[src/hdl/tracker_pattern_command_decoder_defines.svh]
// Assertion helpers shared by the decoder's modules.
`ifndef TRACKER_PATTERN_COMMAND_DECODER_DEFINES_SVH
`define TRACKER_PATTERN_COMMAND_DECODER_DEFINES_SVH

// Same-cycle implication, disabled while in reset.
`define TPCD_ASSERT_IMP(lbl, clk, rstn, ante, cons, msg) \
    lbl: assert property (@(posedge clk) disable iff (!rstn) (ante) |-> (cons)) \
        else $error(msg);

// Next-cycle implication, disabled while in reset.
`define TPCD_ASSERT_NXT(lbl, clk, rstn, ante, cons, msg) \
    lbl: assert property (@(posedge clk) disable iff (!rstn) (ante) |=> (cons)) \
        else $error(msg);

`endif

[src/hdl/tpcd_pkg.sv]
package tpcd_pkg;

    typedef logic [3:0] event_t;

    localparam event_t EV_NOTE     = 4'd0;
    localparam event_t EV_REST     = 4'd1;
    localparam event_t EV_SAMPLE   = 4'd2;
    localparam event_t EV_ORN      = 4'd3;
    localparam event_t EV_VOL      = 4'd4;
    localparam event_t EV_ORN_OFF  = 4'd5;
    localparam event_t EV_ENV_TYPE = 4'd6;
    localparam event_t EV_ENV_NOTE = 4'd7;
    localparam event_t EV_ENV_TONE = 4'd8;
    localparam event_t EV_PAT_END  = 4'd9;
    localparam event_t EV_EMPTY    = 4'd10;

    localparam logic [6:0] NOTE_START = 7'd48;
    localparam logic [8:0] NOTE_WRAP  = 9'h060;
    localparam logic [7:0] TONE_HI    = 8'hf1;
    localparam logic [11:0] ENV_ORN   = 12'h021;

    // One decoded command waiting for the back end.
    typedef struct packed {
        logic [1:0]  chan;
        logic        triple;    // envelope preset: three results, value holds preset index
        event_t      ev;
        logic [11:0] value;
        logic        row_done;
        logic [6:0]  rows;
    } desc_t;

endpackage

[src/hdl/tpcd_front.sv]
module tpcd_front
    import tpcd_pkg::*;
#(
    parameter int NUM_CHANNELS = 3
) (
    input  logic       aclk,
    input  logic       aresetn,
    input  logic       s_valid,
    output logic       s_ready,
    input  logic       s_mode,
    input  logic [1:0] s_channel,
    input  logic [7:0] s_cmd_byte,
    input  logic       q_full,
    output logic       q_push,
    output desc_t      q_data
);

    localparam int CH_W = (NUM_CHANNELS > 1) ? $clog2(NUM_CHANNELS) : 1;

    logic [6:0] note_reg   [NUM_CHANNELS];
    logic [6:0] period_reg [NUM_CHANNELS];
    logic       await_reg  [NUM_CHANNELS];

    logic            accept;
    logic            in_range;
    logic [CH_W-1:0] idx;
    logic [6:0]      cur_note;
    logic [6:0]      note_next;
    logic [6:0]      per;
    logic            emit;
    logic            set_await;
    logic            set_period;
    logic            upd_note;
    desc_t           d;

    assign s_ready  = !q_full;
    assign accept   = s_valid && s_ready;
    assign in_range = (32'(s_channel) < NUM_CHANNELS);
    assign idx      = CH_W'(s_channel);
    assign cur_note = note_reg[idx];
    assign per      = period_reg[idx];

    always_comb begin
        if ({1'b0, cur_note} >= s_cmd_byte) begin
            note_next = cur_note - s_cmd_byte[6:0];
        end else begin
            note_next = 7'({2'b00, cur_note} + NOTE_WRAP - {1'b0, s_cmd_byte});
        end
    end

    always_comb begin
        d          = '0;
        d.chan     = s_channel;
        emit       = 1'b1;
        set_await  = 1'b0;
        set_period = 1'b0;
        upd_note   = 1'b0;
        if (await_reg[idx]) begin
            d.ev    = EV_ENV_TONE;
            d.value = (s_cmd_byte >= TONE_HI) ? {s_cmd_byte[3:0], 8'h00}
                                              : {4'h0, s_cmd_byte};
        end else if (s_cmd_byte <= 8'h5f) begin
            upd_note   = 1'b1;
            d.ev       = EV_NOTE;
            d.value    = {5'd0, note_next};
            d.row_done = 1'b1;
            d.rows     = per;
        end else if (s_cmd_byte == 8'h60) begin
            d.ev       = EV_REST;
            d.row_done = 1'b1;
            d.rows     = per;
        end else if (s_cmd_byte <= 8'h6f) begin
            d.ev    = EV_SAMPLE;
            d.value = {4'h0, s_cmd_byte - 8'h61};
        end else if (s_cmd_byte <= 8'h8f) begin
            d.ev    = EV_ORN;
            d.value = {4'h0, s_cmd_byte - 8'h70};
        end else if (s_cmd_byte == 8'h90) begin
            d.ev       = EV_EMPTY;
            d.row_done = 1'b1;
            d.rows     = per;
        end else if (s_cmd_byte <= 8'h9f) begin
            d.ev    = EV_VOL;
            d.value = {4'h0, s_cmd_byte - 8'h90};
        end else if (s_cmd_byte == 8'ha0) begin
            d.ev = EV_ORN_OFF;
        end else if (s_cmd_byte <= 8'hb0) begin
            d.ev     = EV_ORN;
            d.triple = 1'b1;
            d.value  = {4'h0, s_cmd_byte - 8'ha1};
        end else if (s_cmd_byte <= 8'hb7) begin
            set_await = 1'b1;
            d.ev      = EV_ENV_TYPE;
            d.value   = {4'h0, s_cmd_byte - 8'ha9};
        end else if (s_cmd_byte <= 8'hf8) begin
            set_period = 1'b1;
            emit       = 1'b0;
        end else if (s_cmd_byte == 8'hf9) begin
            emit = 1'b0;
        end else if (s_cmd_byte <= 8'hfb) begin
            d.ev    = EV_ORN;
            d.value = {4'h0, s_cmd_byte - 8'hda};
        end else begin
            d.ev = EV_PAT_END;
        end
    end

    assign q_push = accept && !s_mode && in_range && emit;
    assign q_data = d;

    always_ff @(posedge aclk) begin
        if (!aresetn || (accept && s_mode)) begin
            for (int i = 0; i < NUM_CHANNELS; i++) begin
                note_reg[i]   <= NOTE_START;
                period_reg[i] <= '0;
                await_reg[i]  <= 1'b0;
            end
        end else if (accept && in_range) begin
            if (await_reg[idx]) begin
                await_reg[idx] <= 1'b0;
            end else begin
                if (upd_note) begin
                    note_reg[idx] <= note_next;
                end
                if (set_period) begin
                    period_reg[idx] <= 7'(s_cmd_byte - 8'hb8);
                end
                if (set_await) begin
                    await_reg[idx] <= 1'b1;
                end
            end
        end
    end

endmodule

[src/hdl/tpcd_fifo.sv]
`include "tracker_pattern_command_decoder_defines.svh"

module tpcd_fifo
    import tpcd_pkg::*;
#(
    parameter int DEPTH = 4
) (
    input  logic  aclk,
    input  logic  aresetn,
    input  logic  push,
    input  desc_t wr_data,
    input  logic  pop,
    output desc_t rd_data,
    output logic  full,
    output logic  empty
);

    localparam int PTR_W = (DEPTH > 1) ? $clog2(DEPTH) : 1;
    localparam int CNT_W = $clog2(DEPTH + 1);

    desc_t             mem_reg [DEPTH];
    logic [PTR_W-1:0]  wr_ptr_reg;
    logic [PTR_W-1:0]  rd_ptr_reg;
    logic [CNT_W-1:0]  count_reg;
    logic              do_push;
    logic              do_pop;

    assign full    = (count_reg == CNT_W'(DEPTH));
    assign empty   = (count_reg == '0);
    assign do_push = push && !full;
    assign do_pop  = pop && !empty;
    assign rd_data = mem_reg[rd_ptr_reg];

    function automatic logic [PTR_W-1:0] ptr_inc(input logic [PTR_W-1:0] p);
        return (p == PTR_W'(DEPTH - 1)) ? '0 : p + 1'b1;
    endfunction

    always_ff @(posedge aclk) begin
        if (!aresetn) begin
            wr_ptr_reg <= '0;
            rd_ptr_reg <= '0;
            count_reg  <= '0;
        end else begin
            if (do_push) begin
                wr_ptr_reg <= ptr_inc(wr_ptr_reg);
            end
            if (do_pop) begin
                rd_ptr_reg <= ptr_inc(rd_ptr_reg);
            end
            if (do_push && !do_pop) begin
                count_reg <= count_reg + 1'b1;
            end else if (do_pop && !do_push) begin
                count_reg <= count_reg - 1'b1;
            end
        end
    end

    always_ff @(posedge aclk) begin
        if (do_push) begin
            mem_reg[wr_ptr_reg] <= wr_data;
        end
    end

    `TPCD_ASSERT_IMP(a_cnt_bound, aclk, aresetn, 1'b1, count_reg <= CNT_W'(DEPTH), "fifo overfill")
    `TPCD_ASSERT_NXT(a_cnt_inc, aclk, aresetn, do_push && !do_pop, count_reg == $past(count_reg) + 1'b1, "fifo count lost a push")

endmodule

[src/hdl/tpcd_back.sv]
`include "tracker_pattern_command_decoder_defines.svh"

module tpcd_back
    import tpcd_pkg::*;
(
    input  logic        aclk,
    input  logic        aresetn,
    input  desc_t       q_data,
    input  logic        q_empty,
    output logic        q_pop,
    output logic        m_valid,
    input  logic        m_ready,
    output logic [1:0]  m_chan_out,
    output logic [3:0]  m_event_res,
    output logic [11:0] m_value,
    output logic        m_row_done,
    output logic [6:0]  m_rows_to_wait,
    output logic        m_last
);

    logic [1:0]  beat_reg;
    logic        valid_reg;
    logic [1:0]  chan_reg;
    event_t      ev_reg;
    logic [11:0] value_reg;
    logic        done_reg;
    logic [6:0]  rows_reg;
    logic        last_reg;

    logic        head_valid;
    logic        load;
    logic        final_beat;
    event_t      ev_cur;
    logic [11:0] val_cur;
    logic [11:0] env_note_base;

    assign head_valid = !q_empty;
    assign load       = head_valid && (!valid_reg || m_ready);
    assign final_beat = !q_data.triple || (beat_reg == 2'd2);
    assign q_pop      = load && final_beat;

    // preset index p: type 8 + 2*(p&3), note 3*(p&12)
    assign env_note_base = {8'd0, q_data.value[3:2], 2'b00};

    always_comb begin
        ev_cur  = q_data.ev;
        val_cur = q_data.value;
        if (q_data.triple) begin
            unique case (beat_reg)
                2'd0: begin
                    ev_cur  = EV_ORN;
                    val_cur = ENV_ORN;
                end
                2'd1: begin
                    ev_cur  = EV_ENV_TYPE;
                    val_cur = 12'd8 + {9'd0, q_data.value[1:0], 1'b0};
                end
                default: begin
                    ev_cur  = EV_ENV_NOTE;
                    val_cur = env_note_base + {env_note_base[10:0], 1'b0};
                end
            endcase
        end
    end

    always_ff @(posedge aclk) begin
        if (!aresetn) begin
            valid_reg <= 1'b0;
            beat_reg  <= '0;
        end else begin
            if (load) begin
                valid_reg <= 1'b1;
                beat_reg  <= final_beat ? 2'd0 : beat_reg + 1'b1;
            end else if (m_ready) begin
                valid_reg <= 1'b0;
            end
        end
    end

    always_ff @(posedge aclk) begin
        if (load) begin
            chan_reg  <= q_data.chan;
            ev_reg    <= ev_cur;
            value_reg <= val_cur;
            done_reg  <= q_data.row_done;
            rows_reg  <= q_data.rows;
            last_reg  <= final_beat;
        end
    end

    assign m_valid        = valid_reg;
    assign m_chan_out     = chan_reg;
    assign m_event_res    = ev_reg;
    assign m_value        = value_reg;
    assign m_row_done     = done_reg;
    assign m_rows_to_wait = rows_reg;
    assign m_last         = last_reg;

    `TPCD_ASSERT_IMP(a_burst_head, aclk, aresetn, beat_reg != 2'd0, head_valid && q_data.triple, "burst lost its queue head")
    `TPCD_ASSERT_IMP(a_rows_zero, aclk, aresetn, valid_reg && !done_reg, rows_reg == 7'd0, "row period on non-row event")

endmodule

[src/hdl/tracker_pattern_command_decoder.sv]
// Pattern command decoder for NUM_CHANNELS tracker channels. The front end takes
// one command byte (or a start-of-pattern item) every cycle while the queue is
// not full, updates the channel's note, row period and tone-wait state, and queues
// at most one decoded command per byte into a QUEUE_DEPTH-entry queue. The back
// end drains the queue into a registered result port: one result per cycle while
// m_ready is high, three results for an envelope preset byte. Sustained rate is
// one byte per cycle while the result side keeps up; bursts of envelope presets
// are absorbed by the queue, and s_ready drops only when it is full. Start
// pattern, row-period, no-op and out-of-range channel items produce no result.
module tracker_pattern_command_decoder
    import tpcd_pkg::*;
#(
    parameter int NUM_CHANNELS = 3,
    parameter int QUEUE_DEPTH  = 4
) (
    input  logic        aclk,
    input  logic        aresetn,
    input  logic        s_valid,
    output logic        s_ready,
    input  logic        s_mode,
    input  logic [1:0]  s_channel,
    input  logic [7:0]  s_cmd_byte,
    output logic        m_valid,
    input  logic        m_ready,
    output logic [1:0]  m_chan_out,
    output logic [3:0]  m_event_res,
    output logic [11:0] m_value,
    output logic        m_row_done,
    output logic [6:0]  m_rows_to_wait,
    output logic        m_last
);

    logic  q_push;
    logic  q_pop;
    logic  q_full;
    logic  q_empty;
    desc_t q_wr;
    desc_t q_rd;

    tpcd_front #(
        .NUM_CHANNELS(NUM_CHANNELS)
    ) u_front (
        .aclk      (aclk),
        .aresetn   (aresetn),
        .s_valid   (s_valid),
        .s_ready   (s_ready),
        .s_mode    (s_mode),
        .s_channel (s_channel),
        .s_cmd_byte(s_cmd_byte),
        .q_full    (q_full),
        .q_push    (q_push),
        .q_data    (q_wr)
    );

    tpcd_fifo #(
        .DEPTH(QUEUE_DEPTH)
    ) u_fifo (
        .aclk   (aclk),
        .aresetn(aresetn),
        .push   (q_push),
        .wr_data(q_wr),
        .pop    (q_pop),
        .rd_data(q_rd),
        .full   (q_full),
        .empty  (q_empty)
    );

    tpcd_back u_back (
        .aclk          (aclk),
        .aresetn       (aresetn),
        .q_data        (q_rd),
        .q_empty       (q_empty),
        .q_pop         (q_pop),
        .m_valid       (m_valid),
        .m_ready       (m_ready),
        .m_chan_out    (m_chan_out),
        .m_event_res   (m_event_res),
        .m_value       (m_value),
        .m_row_done    (m_row_done),
        .m_rows_to_wait(m_rows_to_wait),
        .m_last        (m_last)
    );

endmodule

[config.mk]
export PLATFORM = sky130hd
export DESIGN_NAME = tracker_pattern_command_decoder
export DESIGN_NICKNAME = d
export VERILOG_FILES = /design/src/hdl/tpcd_pkg.sv /design/src/hdl/tpcd_front.sv /design/src/hdl/tpcd_fifo.sv /design/src/hdl/tpcd_back.sv /design/src/hdl/tracker_pattern_command_decoder.sv
export VERILOG_INCLUDE_DIRS = /design/src /design/src/hdl
export SDC_FILE = /design/constraint.sdc
export NUM_CORES = 1
export LEC_CHECK = 0
export BUFFER_PORTS_ARGS = -buffer_cell sky130_fd_sc_hd__clkbuf_2
export CORE_ASPECT_RATIO = 2
export CORE_MARGIN = 2
export CORE_UTILIZATION = 25
export DETAILED_ROUTE_END_ITERATION = 8
export GPL_TIMING_DRIVEN = 0
export PLACE_DENSITY = 0.51
export SLEW_MARGIN = 20
export SYNTH_ARGS = -nofsm -noshare
export SYNTH_HDL_FRONTEND = slang
export SYNTH_HIERARCHICAL = 1
export SYNTH_SLANG_ARGS = --single-unit
[constraint.sdc]
create_clock -name aclk -period 3.9 [get_ports aclk]
set_input_delay 0.195 -clock aclk [delete_from_list [all_inputs] [get_ports aclk]]
set_output_delay 0.195 -clock aclk [all_outputs]
set_load 0.01 [all_outputs]
==> results.md, run 1 <==
- The flow ran to the end, and the final reports show no timing, DRC or antenna violations.
- The share of final-layout standard cells stronger than drive strength 1 is 0.189.
- The tree is rooted in a sky130_fd_sc_hd__clkbuf_16.
- The count of routing violations after the opening detailed-route iteration is 317.
- The share of flip-flops with an asynchronous set or reset is 0.
- The hold path depth is 2.
- The placeable core region is 0.0402 mm².
- The worst-case hold slack is 0.117 ns.
- Across the VDD grid, the largest voltage drop is about 0.28 mV.
- The minimum clock period after layout is 3.73 ns.
- The via density per instance is around 4.6.
- After clock tree synthesis, the clock-pin slew on the worst setup and hold paths is 0.06 ns.
- The critical path endpoint category is a flop.
- The number of global-route vias before repair is ~6800.
- The number of cell rows is roughly 100.
- The residual overflow from global routing is 0.
- The register with the most flip-flops in the layout has 108 of them.
- The relative slew slack is 0.179.
- The CTS H-tree depth is 1.
- The synthesis-stage register bit count is between 200 and 250.
- Once routing completed, OpenROAD measured the worst setup slack at 0.170 ns.
- Clock latency on the worst-skew pair, taken at its later pin, is 0.50 ns.
- The antenna diode count is 0.
- At the end of the flow the core is filled with cells to 0.295.
- The first global-routing pass estimated 41100 µm of wire.
- The maximum clock frequency is 268 MHz.
- The number of clock buffers added by TritonCTS is 19.
- Of all nets on the critical path, the largest fanout is 10.
- The HPWL after detailed placement is 21300 µm.
- The die is 290 µm tall.
- The congestion estimate from routability-driven global placement came to 0.942.
- Prior to clock tree synthesis, the placed netlist has a worst setup slack of -1.03 ns.
- The remaining antenna violation count is 0.
- In the final routed layout, each cell accounts on average for 20.1 µm.
- The element type at the critical path start is a primary input.
- The number of cells traversed by the worst register-to-register path is 7.
- The number of antenna violations at the first check in global routing is 0.
- The area share of the leading cell type in the synthesized netlist is 0.574.
- The die extent in x is 147 µm.
- The worst clock skew is 0.00859 ns.
- Across the run, the number of max-cap violations was 0.
- The number of cells in the finished layout apart from fillers is around 1400.
- The longest clock path from root to sink contains 3 buffers.
- The final design instance area without fill is around 0.012 mm².
- The path length in cells of the critical path is 17.
- In the layout the commonest cells are sky130_fd_sc_hd__edfxtp_1 (195), sky130_fd_sc_hd__nor2_1 (59), sky130_fd_sc_hd__clkbuf_2 (45), sky130_fd_sc_hd__inv_1 (45), sky130_fd_sc_hd__ha_1 (39).
- The starting utilization of the core area is 0.254.
- Setup repair after global routing left no endpoint under its margin.
- The post-place instance area is roughly 0.011 mm².
- The tree built by TritonCTS fans out to 207 sinks.
- The leakage power of the design is 4.19 nW.
- The buffering stage count on the worst path with inverters included is 6.
- The average instance in the mapped netlist occupies roughly 14 µm².
- The power density over the cells is 542 mW/mm².
- The total count of max-transition violations in the final report is 0.
- The final-stage net count is 876.
- The synthesized netlist cell count is 729.
- For the pin with the worst max-slew slack, the measured transition is roughly 1.2 ns.
- TritonCTS built the clock tree.
- The area enclosed by the die boundary is 0.0426 mm².
- After synthesis, the cell types taking the most area are sky130_fd_sc_hd__edfxtp_1 (57%), sky130_fd_sc_hd__mux4_2 (7.7%), sky130_fd_sc_hd__ha_1 (4.8%).
- Of the available clock period, the critical path in the final layout requires 0.956.
- The largest total area in the synthesized netlist belongs to sky130_fd_sc_hd__edfxtp_1.
- The kind of path behind the tightest hold check is in2reg.
- The cell area that synthesis handed to floorplanning was between 0.01 and 0.015 mm².
- The critical path's largest stage delay is 0.37 ns.
- The layout-stage area growth over the synthesis result is 16.3%.
- The count of final setup violators is 0.
- For this run, the total global-route usage over all layers was measured as 0.130.
- The number of placed instances, taps included, is around 1300.
- The number of DRC violations after detailed routing is 0.
- The worst endpoint data arrival time is 4.15 ns.
- The number of input and output port buffers inserted is 41.
- Leaving out fill and tap cells, the most frequent cell in the layout is sky130_fd_sc_hd__edfxtp_1.
- Walking the worst path, the cells encountered are clkbuf_2 > clkbuf_2 > inv_1 > ha_1 > a2111o_1 > a21o_1 > buf_2 > nor2_1 > a31oi_1 > nor2b_1 > buf_2 > ha_1 > inv_1 > fa_1 > xor2_1 > or3_1 > a21boi_0.
- The routed layout has 6256 vias.
- Among all flip-flop cells after synthesis, the most frequent one is sky130_fd_sc_hd__edfxtp_1.
- The total count of hold-check failures in the final report came to 0.
- For this design, the slowest cell found on the critical path is sky130_fd_sc_hd__fa_1.
- Total power for the finished layout comes to 6.43 mW.
- The final setup TNS is 0 ns.
- The synthesized design contains 195 enable-type register cells.
- Among cell families on the critical path, the largest total delay comes from buffers and inverters.
- The critical path in this run is classified as in2reg.
- The share of synthesized area occupied by flip-flops and latches is 0.597.
- The number of different library cells used by synthesis comes to 74.
- Entering global routing, the biggest net connects 25 pins.
- The post-detailed-routing wire length is 27300 µm.
- The number of warning messages in the yosys log is 6.
- The data required time at the worst endpoint is 4.32 ns.
- The number of optimization iterations in the first detailed-route pass is 5.
- The top-level I/O count is 44.
-- what timing repair did --
| item | in CTS | in global routing |
|---|---|---|
| hold endpoints to repair | 4 | 0 |
| hold buffers | 1 | 0 |
| pin swaps | 0 | 1 |
| resized for setup | 6 | 10 |
| endpoints found under the setup margin | 50 | 14 |
| gates cloned | 0 | 0 |
| buffers inserted | 0 | 4 |
-- worst reg2reg max path: stages, from the launching register on --
cell and delay (ns):
sky130_fd_sc_hd__edfxtp_1 0.38, sky130_fd_sc_hd__mux4_2 0.60, sky130_fd_sc_hd__ha_1 0.26, sky130_fd_sc_hd__fa_1 0.41, sky130_fd_sc_hd__o311ai_0 0.42, sky130_fd_sc_hd__a21oi_2 0.22, sky130_fd_sc_hd__o21ai_1 0.72, sky130_fd_sc_hd__o211ai_1 0.32
-- cells by family after synthesis --
family / synth area share
flip-flops: 0.597
AND/OR/NAND/NOR: 0.102
AO/OA/AOI/OAI: 0.0805
buffers and inverters: 0.0362
multiplexers: 0.105
adder cells (fa/ha/maj): 0.0615
XOR/XNOR: 0.0172
other: 0.000367
-- synth_stat cells, types with 4 or more instances --
cell type and instances:
sky130_fd_sc_hd__nor3_1 8, sky130_fd_sc_hd__nand2_1 37, sky130_fd_sc_hd__and2_1 15, sky130_fd_sc_hd__o211ai_1 8, sky130_fd_sc_hd__xor2_1 4, sky130_fd_sc_hd__dfxtp_1 12, sky130_fd_sc_hd__o31ai_1 4, sky130_fd_sc_hd__o21ai_0 27
sky130_fd_sc_hd__clkbuf_1 15, sky130_fd_sc_hd__a21oi_1 22, sky130_fd_sc_hd__and4_1 5, sky130_fd_sc_hd__a211o_1 4, sky130_fd_sc_hd__xnor2_1 16, sky130_fd_sc_hd__mux4_2 35, sky130_fd_sc_hd__o21bai_1 4, sky130_fd_sc_hd__mux4_1 7
sky130_fd_sc_hd__a31oi_1 11, sky130_fd_sc_hd__fa_1 7, sky130_fd_sc_hd__nand3_1 19, sky130_fd_sc_hd__inv_1 48, sky130_fd_sc_hd__edfxtp_1 195, sky130_fd_sc_hd__nand2b_1 7, sky130_fd_sc_hd__nor2_1 61, sky130_fd_sc_hd__mux2i_1 8
sky130_fd_sc_hd__nor2b_1 22, sky130_fd_sc_hd__and3_1 4, sky130_fd_sc_hd__ha_1 39, sky130_fd_sc_hd__a21o_1 4, sky130_fd_sc_hd__buf_2 10
-- report_power, final --
group	total, mW	internal (mW)	switching [mW]
registers	2.98	2.88	0.103
logic	1.75	0.692	1.06
clock network	1.70	0.898	0.803
total	6.43	4.47	1.96
-- cell type report --
class | instances | area (µm²)
timing repair buffer | 51 | 345
clock inverter | 11 | 67.6
inverter | 50 | 195
fill | 4024 | 28300
buffer | 32 | 188
multi-input combinational | 454 | 3840
tap | 530 | 663
sequential | 207 | 6100
clock buffer | 20 | 479
-- path summary, 6_finish.rpt --
| check | start | to | slack [ns] |
|---|---|---|---|
| setup / recovery | s_cmd_byte[4] | u_fifo/count_reg[2] | 0.17 |
| setup reg to reg | u_front/note_reg[3][4] | u_fifo/mem_reg[3][12] | 0.24 |
| hold / removal | aresetn | u_back/m_valid | 0.12 |
| hold reg to reg | u_fifo/wr_ptr_reg[0] | u_fifo/wr_ptr_reg[0] | 0.52 |
-- layer usage --
layer  part of all wire  GRT usage  vias to the layer above
met2               0.58      0.271                      153
met3              0.027     0.0130                       82
li1                   -          -                     2926
met5                  0          0                        -
met4              0.088      0.102                        0
met1               0.30      0.108                     3095
Power figures use the tool's default switching activity.
==> run 2: changes to the inputs <==
- MAX_ROUTING_LAYER: default -> met4
==> results.md, run 2 (synthesis gave the netlist of run 1 again) <==
- The flow ran to the end, and the final reports show no timing, DRC or antenna violations.
- In this run the critical register-to-register path is launched from u_front/note_reg[3][4].
- The layout-stage area growth over the synthesis result is 16.8%.
- The power density over the cells is approximately 550 mW/mm².
- The most numerous cell type found on the critical path is sky130_fd_sc_hd__buf_4.
- Max-cap violations in this run came to 0.
- Entering global routing, the biggest net connects 26 pins.
- For this configuration, the core starts out at a cell density of 0.254.
- In the layout the commonest cells are sky130_fd_sc_hd__edfxtp_1 (195), sky130_fd_sc_hd__nor2_1 (58), sky130_fd_sc_hd__clkbuf_2 (45).
- The worst clock skew is 0.00946 ns.
- The average routed wire per standard cell is between 20 and 25 µm.
- The worst setup path is launched from a primary input.
- The final setup TNS is 0 ns.
- Buffers placed on the I/O ports in this run total 41.
- For this run, the slowest stage of the critical path takes 0.65 ns.
- Setup repair after global routing could not meet its margin everywhere.
- Headroom to the max-slew limit came out at 0.257.
- The cell with the largest stage delay on the worst path is sky130_fd_sc_hd__mux4_2.
- The first detailed-routing pass took 5 iterations.
- The area enclosed by the die boundary is 0.0426 mm².
- The CTS tree is built.
- The floorplan has 104 rows.
- The data required time at the worst endpoint is 4.15 ns.
- The number of antenna violations at the first check in global routing is 0.
- The analysis attributes to cell leakage a power of roughly 4.2 nW.
- In this run the remaining antenna-violating nets after routing total 0.
- Once placement finished, the instance area stood at 0.0112 mm².
- The tightest min-delay check is of the in2reg type.
- The start-to-end type of the worst setup path is in2reg.
- The first-pass GRT wire length is 41300 µm.
- The die extent in x is 147 µm.
- The maximum clock frequency is 264 MHz.
- The cell family contributing the most delay on the critical path is multiplexers.
- The finished cells cover 0.0119 mm².
- The number of clock buffers inserted by TritonCTS is 19.
- In this run the standard cell core region covers 0.0402 mm².
- The number of DRC violations after detailed routing is 0.
- The top-level I/O count is between 40 and 50.
- The worst min-delay path startpoint is aresetn.
- The total count of hold-check failures in the final report is 0.
- The final critical-path share of the clock period is 0.972.
- The floorplan step set the die height to 290 µm.
- The register with the most flip-flops in the layout has 108 of them.
- The number of buffers and inverters on the critical path is 3.
- The global router's overall resource usage is 0.135.
- The critical path goes through clkbuf_1 > buf_4 > mux4_2 > ha_1 > fa_1 > or2_2 > a2111oi_0 > a311oi_1 > mux2i_1 > xnor2_2 > o211ai_1 > buf_4.
- The first routing iteration left 408 violations.
- The minimum clock period after layout is 3.79 ns.
- The final-stage net count is slightly below 900.
- Summed over all nets, the half-perimeter wirelength after detailed placement is 21300 µm.
- The launch point of the worst path is s_channel[0].
- The count of placed standard cells including taps is around 1300.
- The post-detailed-routing wire length is 27700 µm.
- For this run, the number of standard cells in the final layout without fillers is 1358.
- The via density per instance is 4.70.
- The total number of clock tree sinks is 207.
- The slew of the pin with the lowest slew margin is 1.10 ns.
- The worst endpoint data arrival time is 4.05 ns.
- Summed over all layers, the global routing overflow is 0.
- The total count of max-transition violations in the final report is 0.
- Setup violations remaining at the end of the flow were counted as 0.
- The worst setup path is captured at a flop.
- The maximum number of buffers from clock root to sink is 3.
- The filler cells instantiated in the layout total 4053.
- The number of antenna diodes in the final layout is 0.
- The library cell used most frequently in the layout, excluding fill and tap cells, is sky130_fd_sc_hd__edfxtp_1.
- The number of global-route vias before repair is slightly below 7000.
- At the end of routability-driven placement, the weighted congestion stood at around 0.94.
- The CTS H-tree depth is 1.
- Of the cells placed in the final design, the portion with a size suffix greater than 1 is 0.194.
- The total number of vias is 6389.
- The maximum vdd drop is about 0.24 mV.
- The worst-case hold slack is 0.109 ns.
- The clock network latency to the later pin of the worst-skew pair is 0.50 ns.
- Along the worst path, the maximum fanout reaches 10.
- After clock tree synthesis, the clock-pin slew on the worst setup and hold paths is 0.07 ns.
- The root cell of the clock tree is sky130_fd_sc_hd__clkbuf_16.
## run 2: cell count changes in the layout (fill, tap and decap cells not counted), moves of 2 or more
cell                         delta
sky130_fd_sc_hd__nor2_2         +2
sky130_fd_sc_hd__clkbuf_1       +6
sky130_fd_sc_hd__clkinvlp_4     +2
sky130_fd_sc_hd__clkinv_2       -2
sky130_fd_sc_hd__buf_4          +4
sky130_fd_sc_hd__clkinv_1       -4
## run 2: report_power, final
group / leakage, nW / switching, mW / internal (mW)
clock: 0.265 / 0.802 / 0.972
sequential: 1.95 / 0.0989 / 2.88
combinational: 1.99 / 1.07 / 0.696
total: 4.20 / 1.97 / 4.55
## run 2: cell type report
type | instances | area (µm²) | area share
multi-input combinational | 454 | 3840 | 0.322
inverter | 50 | 199 | 0.0167
sequential | 207 | 6100 | 0.511
clock buffer | 26 | 502 | 0.0421
tap | 530 | 663 | 0.0556
clock inverter | 5 | 62.6 | 0.00525
buffer | 32 | 190 | 0.0160
timing repair buffer | 54 | 368 | 0.0309
## run 2: stage by stage
stage | setup WS, ns | total power, mW | util
floorplan | 0.395 | 4.11 | -
global placement | -1.40 | 4.73 | 0.277
detailed placement | -0.960 | 4.81 | 0.280
CTS | 0.00667 | 6.62 | 0.295
global route | -0.0624 | 6.84 | 0.296
finish | 0.107 | 6.51 | 0.296
## run 2: path summary, 6_finish.rpt
path / endpoint / cells after the start / slack [ns]
hold reg to reg: u_fifo/count_reg[2] / 2 / 0.52
setup / recovery: u_fifo/mem_reg[0][14] / 12 / 0.11
setup reg to reg: u_fifo/mem_reg[0][14] / 10 / 0.17
hold / removal: u_back/m_valid / 2 / 0.11
## run 2: repair_timing
item                                    4_1_cts  5_1_grt
endpoints found under the setup margin       10       14
resized for setup                             6       14
setup buffers                                 0        7
endpoints found under the hold margin         4        0
hold buffers                                  1        0
pin swaps                                     1        1
## run 2: worst reg2reg max path, cell delays in order (launching register included)
cell and delay, ns:
sky130_fd_sc_hd__edfxtp_1 0.37, sky130_fd_sc_hd__mux4_2 0.60, sky130_fd_sc_hd__ha_1 0.27, sky130_fd_sc_hd__fa_1 0.52, sky130_fd_sc_hd__or2_2 0.33, sky130_fd_sc_hd__a2111oi_0 0.44
sky130_fd_sc_hd__a311oi_1 0.10, sky130_fd_sc_hd__mux2i_1 0.24, sky130_fd_sc_hd__xnor2_2 0.26, sky130_fd_sc_hd__o211ai_1 0.17, sky130_fd_sc_hd__buf_4 0.18
## run 2: metal layers
metal	global-route usage	vias up	share of wire
met2	0.276	209	0.58
met1	0.109	3170	0.30
met4	0.0854	0	0.078
met3	0.0168	98	0.039
met5	-	-	0
li1	-	2912	-
==> run 3: changes to the inputs <==
- CORE_UTILIZATION: 25 -> 46
- PLACE_DENSITY: 0.51 -> 0.74
==> results.md, run 3 (synthesis gave the netlist of run 1 again) <==
- The flow ran to the end, and the final reports show no timing, DRC or antenna violations.
- Data on the critical path is required at its endpoint by 4.32 ns.
- Counting along the longest clock path gives a buffer depth of 3.
- The final-stage net count is 869.
- The final critical-path share of the clock period is 0.948.
- The share of power burned in combinational logic is 0.261.
- Clock-pin slew was measured on the worst setup and hold paths at approximately 0.070 ns.
- The register with the most flip-flops in the layout has between 100 and 150 of them.
- For this run, the share of the core covered by cells in the final layout is 0.525.
- Entering global routing, the biggest net connects 28 pins.
- The worst setup path is launched from a primary input.
- The global router's overall resource usage is 0.218.
- The number of max-capacitance violations reported is 0.
- TritonCTS built the clock tree.
- Of the total power, registers draw 0.463.
- The number of cells in the finished layout apart from fillers is about 1100.
- The number of global-route vias before repair came to about 6600.
- For the pin with the worst max-slew slack, the measured transition is between 1 and 1.5 ns.
- Of the cells placed in the final design, the portion with a size suffix greater than 1 is 0.183.
- In this run the remaining antenna-violating nets after routing total 0.
- The worst-case IR drop observed on VDD is roughly 0.55 mV.
- The root cell of the clock tree is sky130_fd_sc_hd__clkbuf_16.
- Counting I/O delays and the setup requirement, the final critical path takes 3.70 ns.
- The total count of max-transition violations in the final report was 0.
- The die covers 0.0235 mm².
- Dividing the detail-routed wire length by the instance count gives 21.9 µm.
- Summed over all nets, the switching power comes to 1.86 mW.
- 0 antenna diodes ended up in the layout.
- The signal on the critical path passes through clkbuf_2 > clkinvlp_4 > ha_2 > or3b_2 > buf_2 > nor2_4 > nor2_1 > nand2_1 > nor2_1 > a31oi_1 > nor2b_1 > buf_2 > ha_1 > inv_1 > fa_1 > xor2_1 > or3_1 > a21boi_0.
- The congestion estimate from routability-driven global placement came to 0.964.
- During placement, the flow inserted port buffers numbering 41.
- In this run the power density over the cells is 558 mW/mm².
- The via density per instance is 5.79.
- The part of the power in the clock network is 0.275.
- The number of optimization iterations in the first detailed-route pass is 5.
- The net switching share of the total power is 0.290.
- In this run the tightest slew margin relative to its limit is 0.240.
- STA classifies the critical path endpoint as a flop.
- The total number of vias is 6345.
- The leakage power of the design is 4.16 nW.
- The placeable core region is 0.0220 mm².
- The number of clock buffers inserted by TritonCTS is 18.
- The worst endpoint data arrival time is 4.11 ns.
- Global routing finished with a remaining overflow of 0.
- The critical path in this run is classified as in2reg.
- The routed design has 24000 µm of wire.
- The first-pass GRT wire length is 36700 µm.
- The buffering stage count on the worst path with inverters included is 5.
- In the layout the commonest cells are sky130_fd_sc_hd__edfxtp_1 (195), sky130_fd_sc_hd__nor2_1 (59), sky130_fd_sc_hd__inv_1 (45).
- The number of cell rows is between 70 and 80.
- CTS built an H-tree with a depth of 1.
- The kind of path behind the tightest hold check is in2reg.
- The top-level I/O count is 44.
- The maximum clock frequency is 270 MHz.
- The wire-length estimate of the detail-placed layout is between 15000 and 20000 µm.
- For the worst-skew pair, the clock arrives at the later sink with an insertion delay of 0.50 ns.
- Along the worst path, the maximum fanout reaches 9.
- The number of DRC violations after detailed routing is 0.
- The internal power component is 4.56 mW.
- The cell with the largest stage delay on the worst path is sky130_fd_sc_hd__or3b_2.
- The count of placed standard cells including taps is 1062.
- The number of antenna violations at the first check in global routing is 0.
- The layout-stage area growth over the synthesis result is 12.9%.
- The worst clock skew is 0.0138 ns.
- Setup violations remaining at the end of the flow were counted as 0.
- The total number of clock tree sinks is 207.
- The cell family contributing the most delay on the critical path is simple AND/OR/NAND/NOR gates.
- Leaving out fill and tap cells, the most frequent cell in the layout is sky130_fd_sc_hd__edfxtp_1.
- In this run the horizontal extent of the chip is 109 µm.
- The total count of hold-check failures in the final report is 0.
- The count of routing violations after the opening detailed-route iteration is 348.
- Measured along the y axis, the die boundary spans 215 µm.
- The initial utilization of the core area, before any placement, comes to 0.465.
- In this design, the stage delay of the slowest critical-path cell is approximately 0.45 ns.
- Setup repair after global routing left no endpoint under its margin.
run 3: final cells by class:
type / count / area, µm²
fillers: 1858 / 10400
flip-flops and latches: 207 / 6100
multi-input cells: 454 / 3840
clock buffers: 21 / 472
well taps: 276 / 345
repair buffers: 45 / 270
inverters: 50 / 195
plain buffers: 32 / 185
clock inverters: 11 / 120
run 3: through the flow:
step | hold WS, ns | total power, mW | worst slack (ns) | TNS, ns | cell area [µm²]
6_report | 0.0791 | 6.43 | 0.203 | 0 | 11500
5_1_grt | 0.0583 | 6.74 | 0.0152 | 0 | 11500
4_1_cts | 0.0546 | 6.49 | 0.0363 | 0 | 11500
3_5_place_dp | 0.401 | 4.71 | -1.03 | -89.21 | 10900
3_3_place_gp | 0.396 | 4.62 | -1.40 | -161.89 | 10800
2_1_floorplan | 0.294 | 4.11 | 0.395 | 0 | 10300
run 3: path summary, 6_finish.rpt:
check	endpoint	cells past startpoint	from	slack [ns]
hold reg to reg	u_fifo/wr_ptr_reg[1]	2	u_fifo/wr_ptr_reg[1]	0.52
hold / removal	u_front/period_reg[3][0]	1	s_cmd_byte[0]	0.08
setup reg to reg	u_fifo/mem_reg[0][14]	9	u_front/note_reg[3][4]	0.34
setup / recovery	u_fifo/count_reg[2]	18	s_cmd_byte[1]	0.20
run 3: power by group through the flow:
stage / clock, mW / combinational [mW] / sequential [mW]
finish: 1.77 / 1.68 / 2.98
global route: 1.88 / 1.84 / 3.02
CTS: 1.82 / 1.69 / 2.98
detailed placement: 0 / 1.68 / 3.03
global placement: 0 / 1.59 / 3.03
floorplan: 0 / 1.01 / 3.10
run 3: layer usage:
layer  global-route usage  up-vias  wire (µm)
met2                0.400      210      13400
li1                     -     2905          -
met1                0.198     3132       7610
met4                0.162        0       2170
met5                    -        -          0
met3               0.0201       98        728
run 3: timing repair:
action                     CTS  global route
hold buffers                 1             0
hold endpoints to repair     4             0
pin swaps                    0             0
resized for setup            5            10
setup endpoints to repair  102            10
buffers inserted             0             1
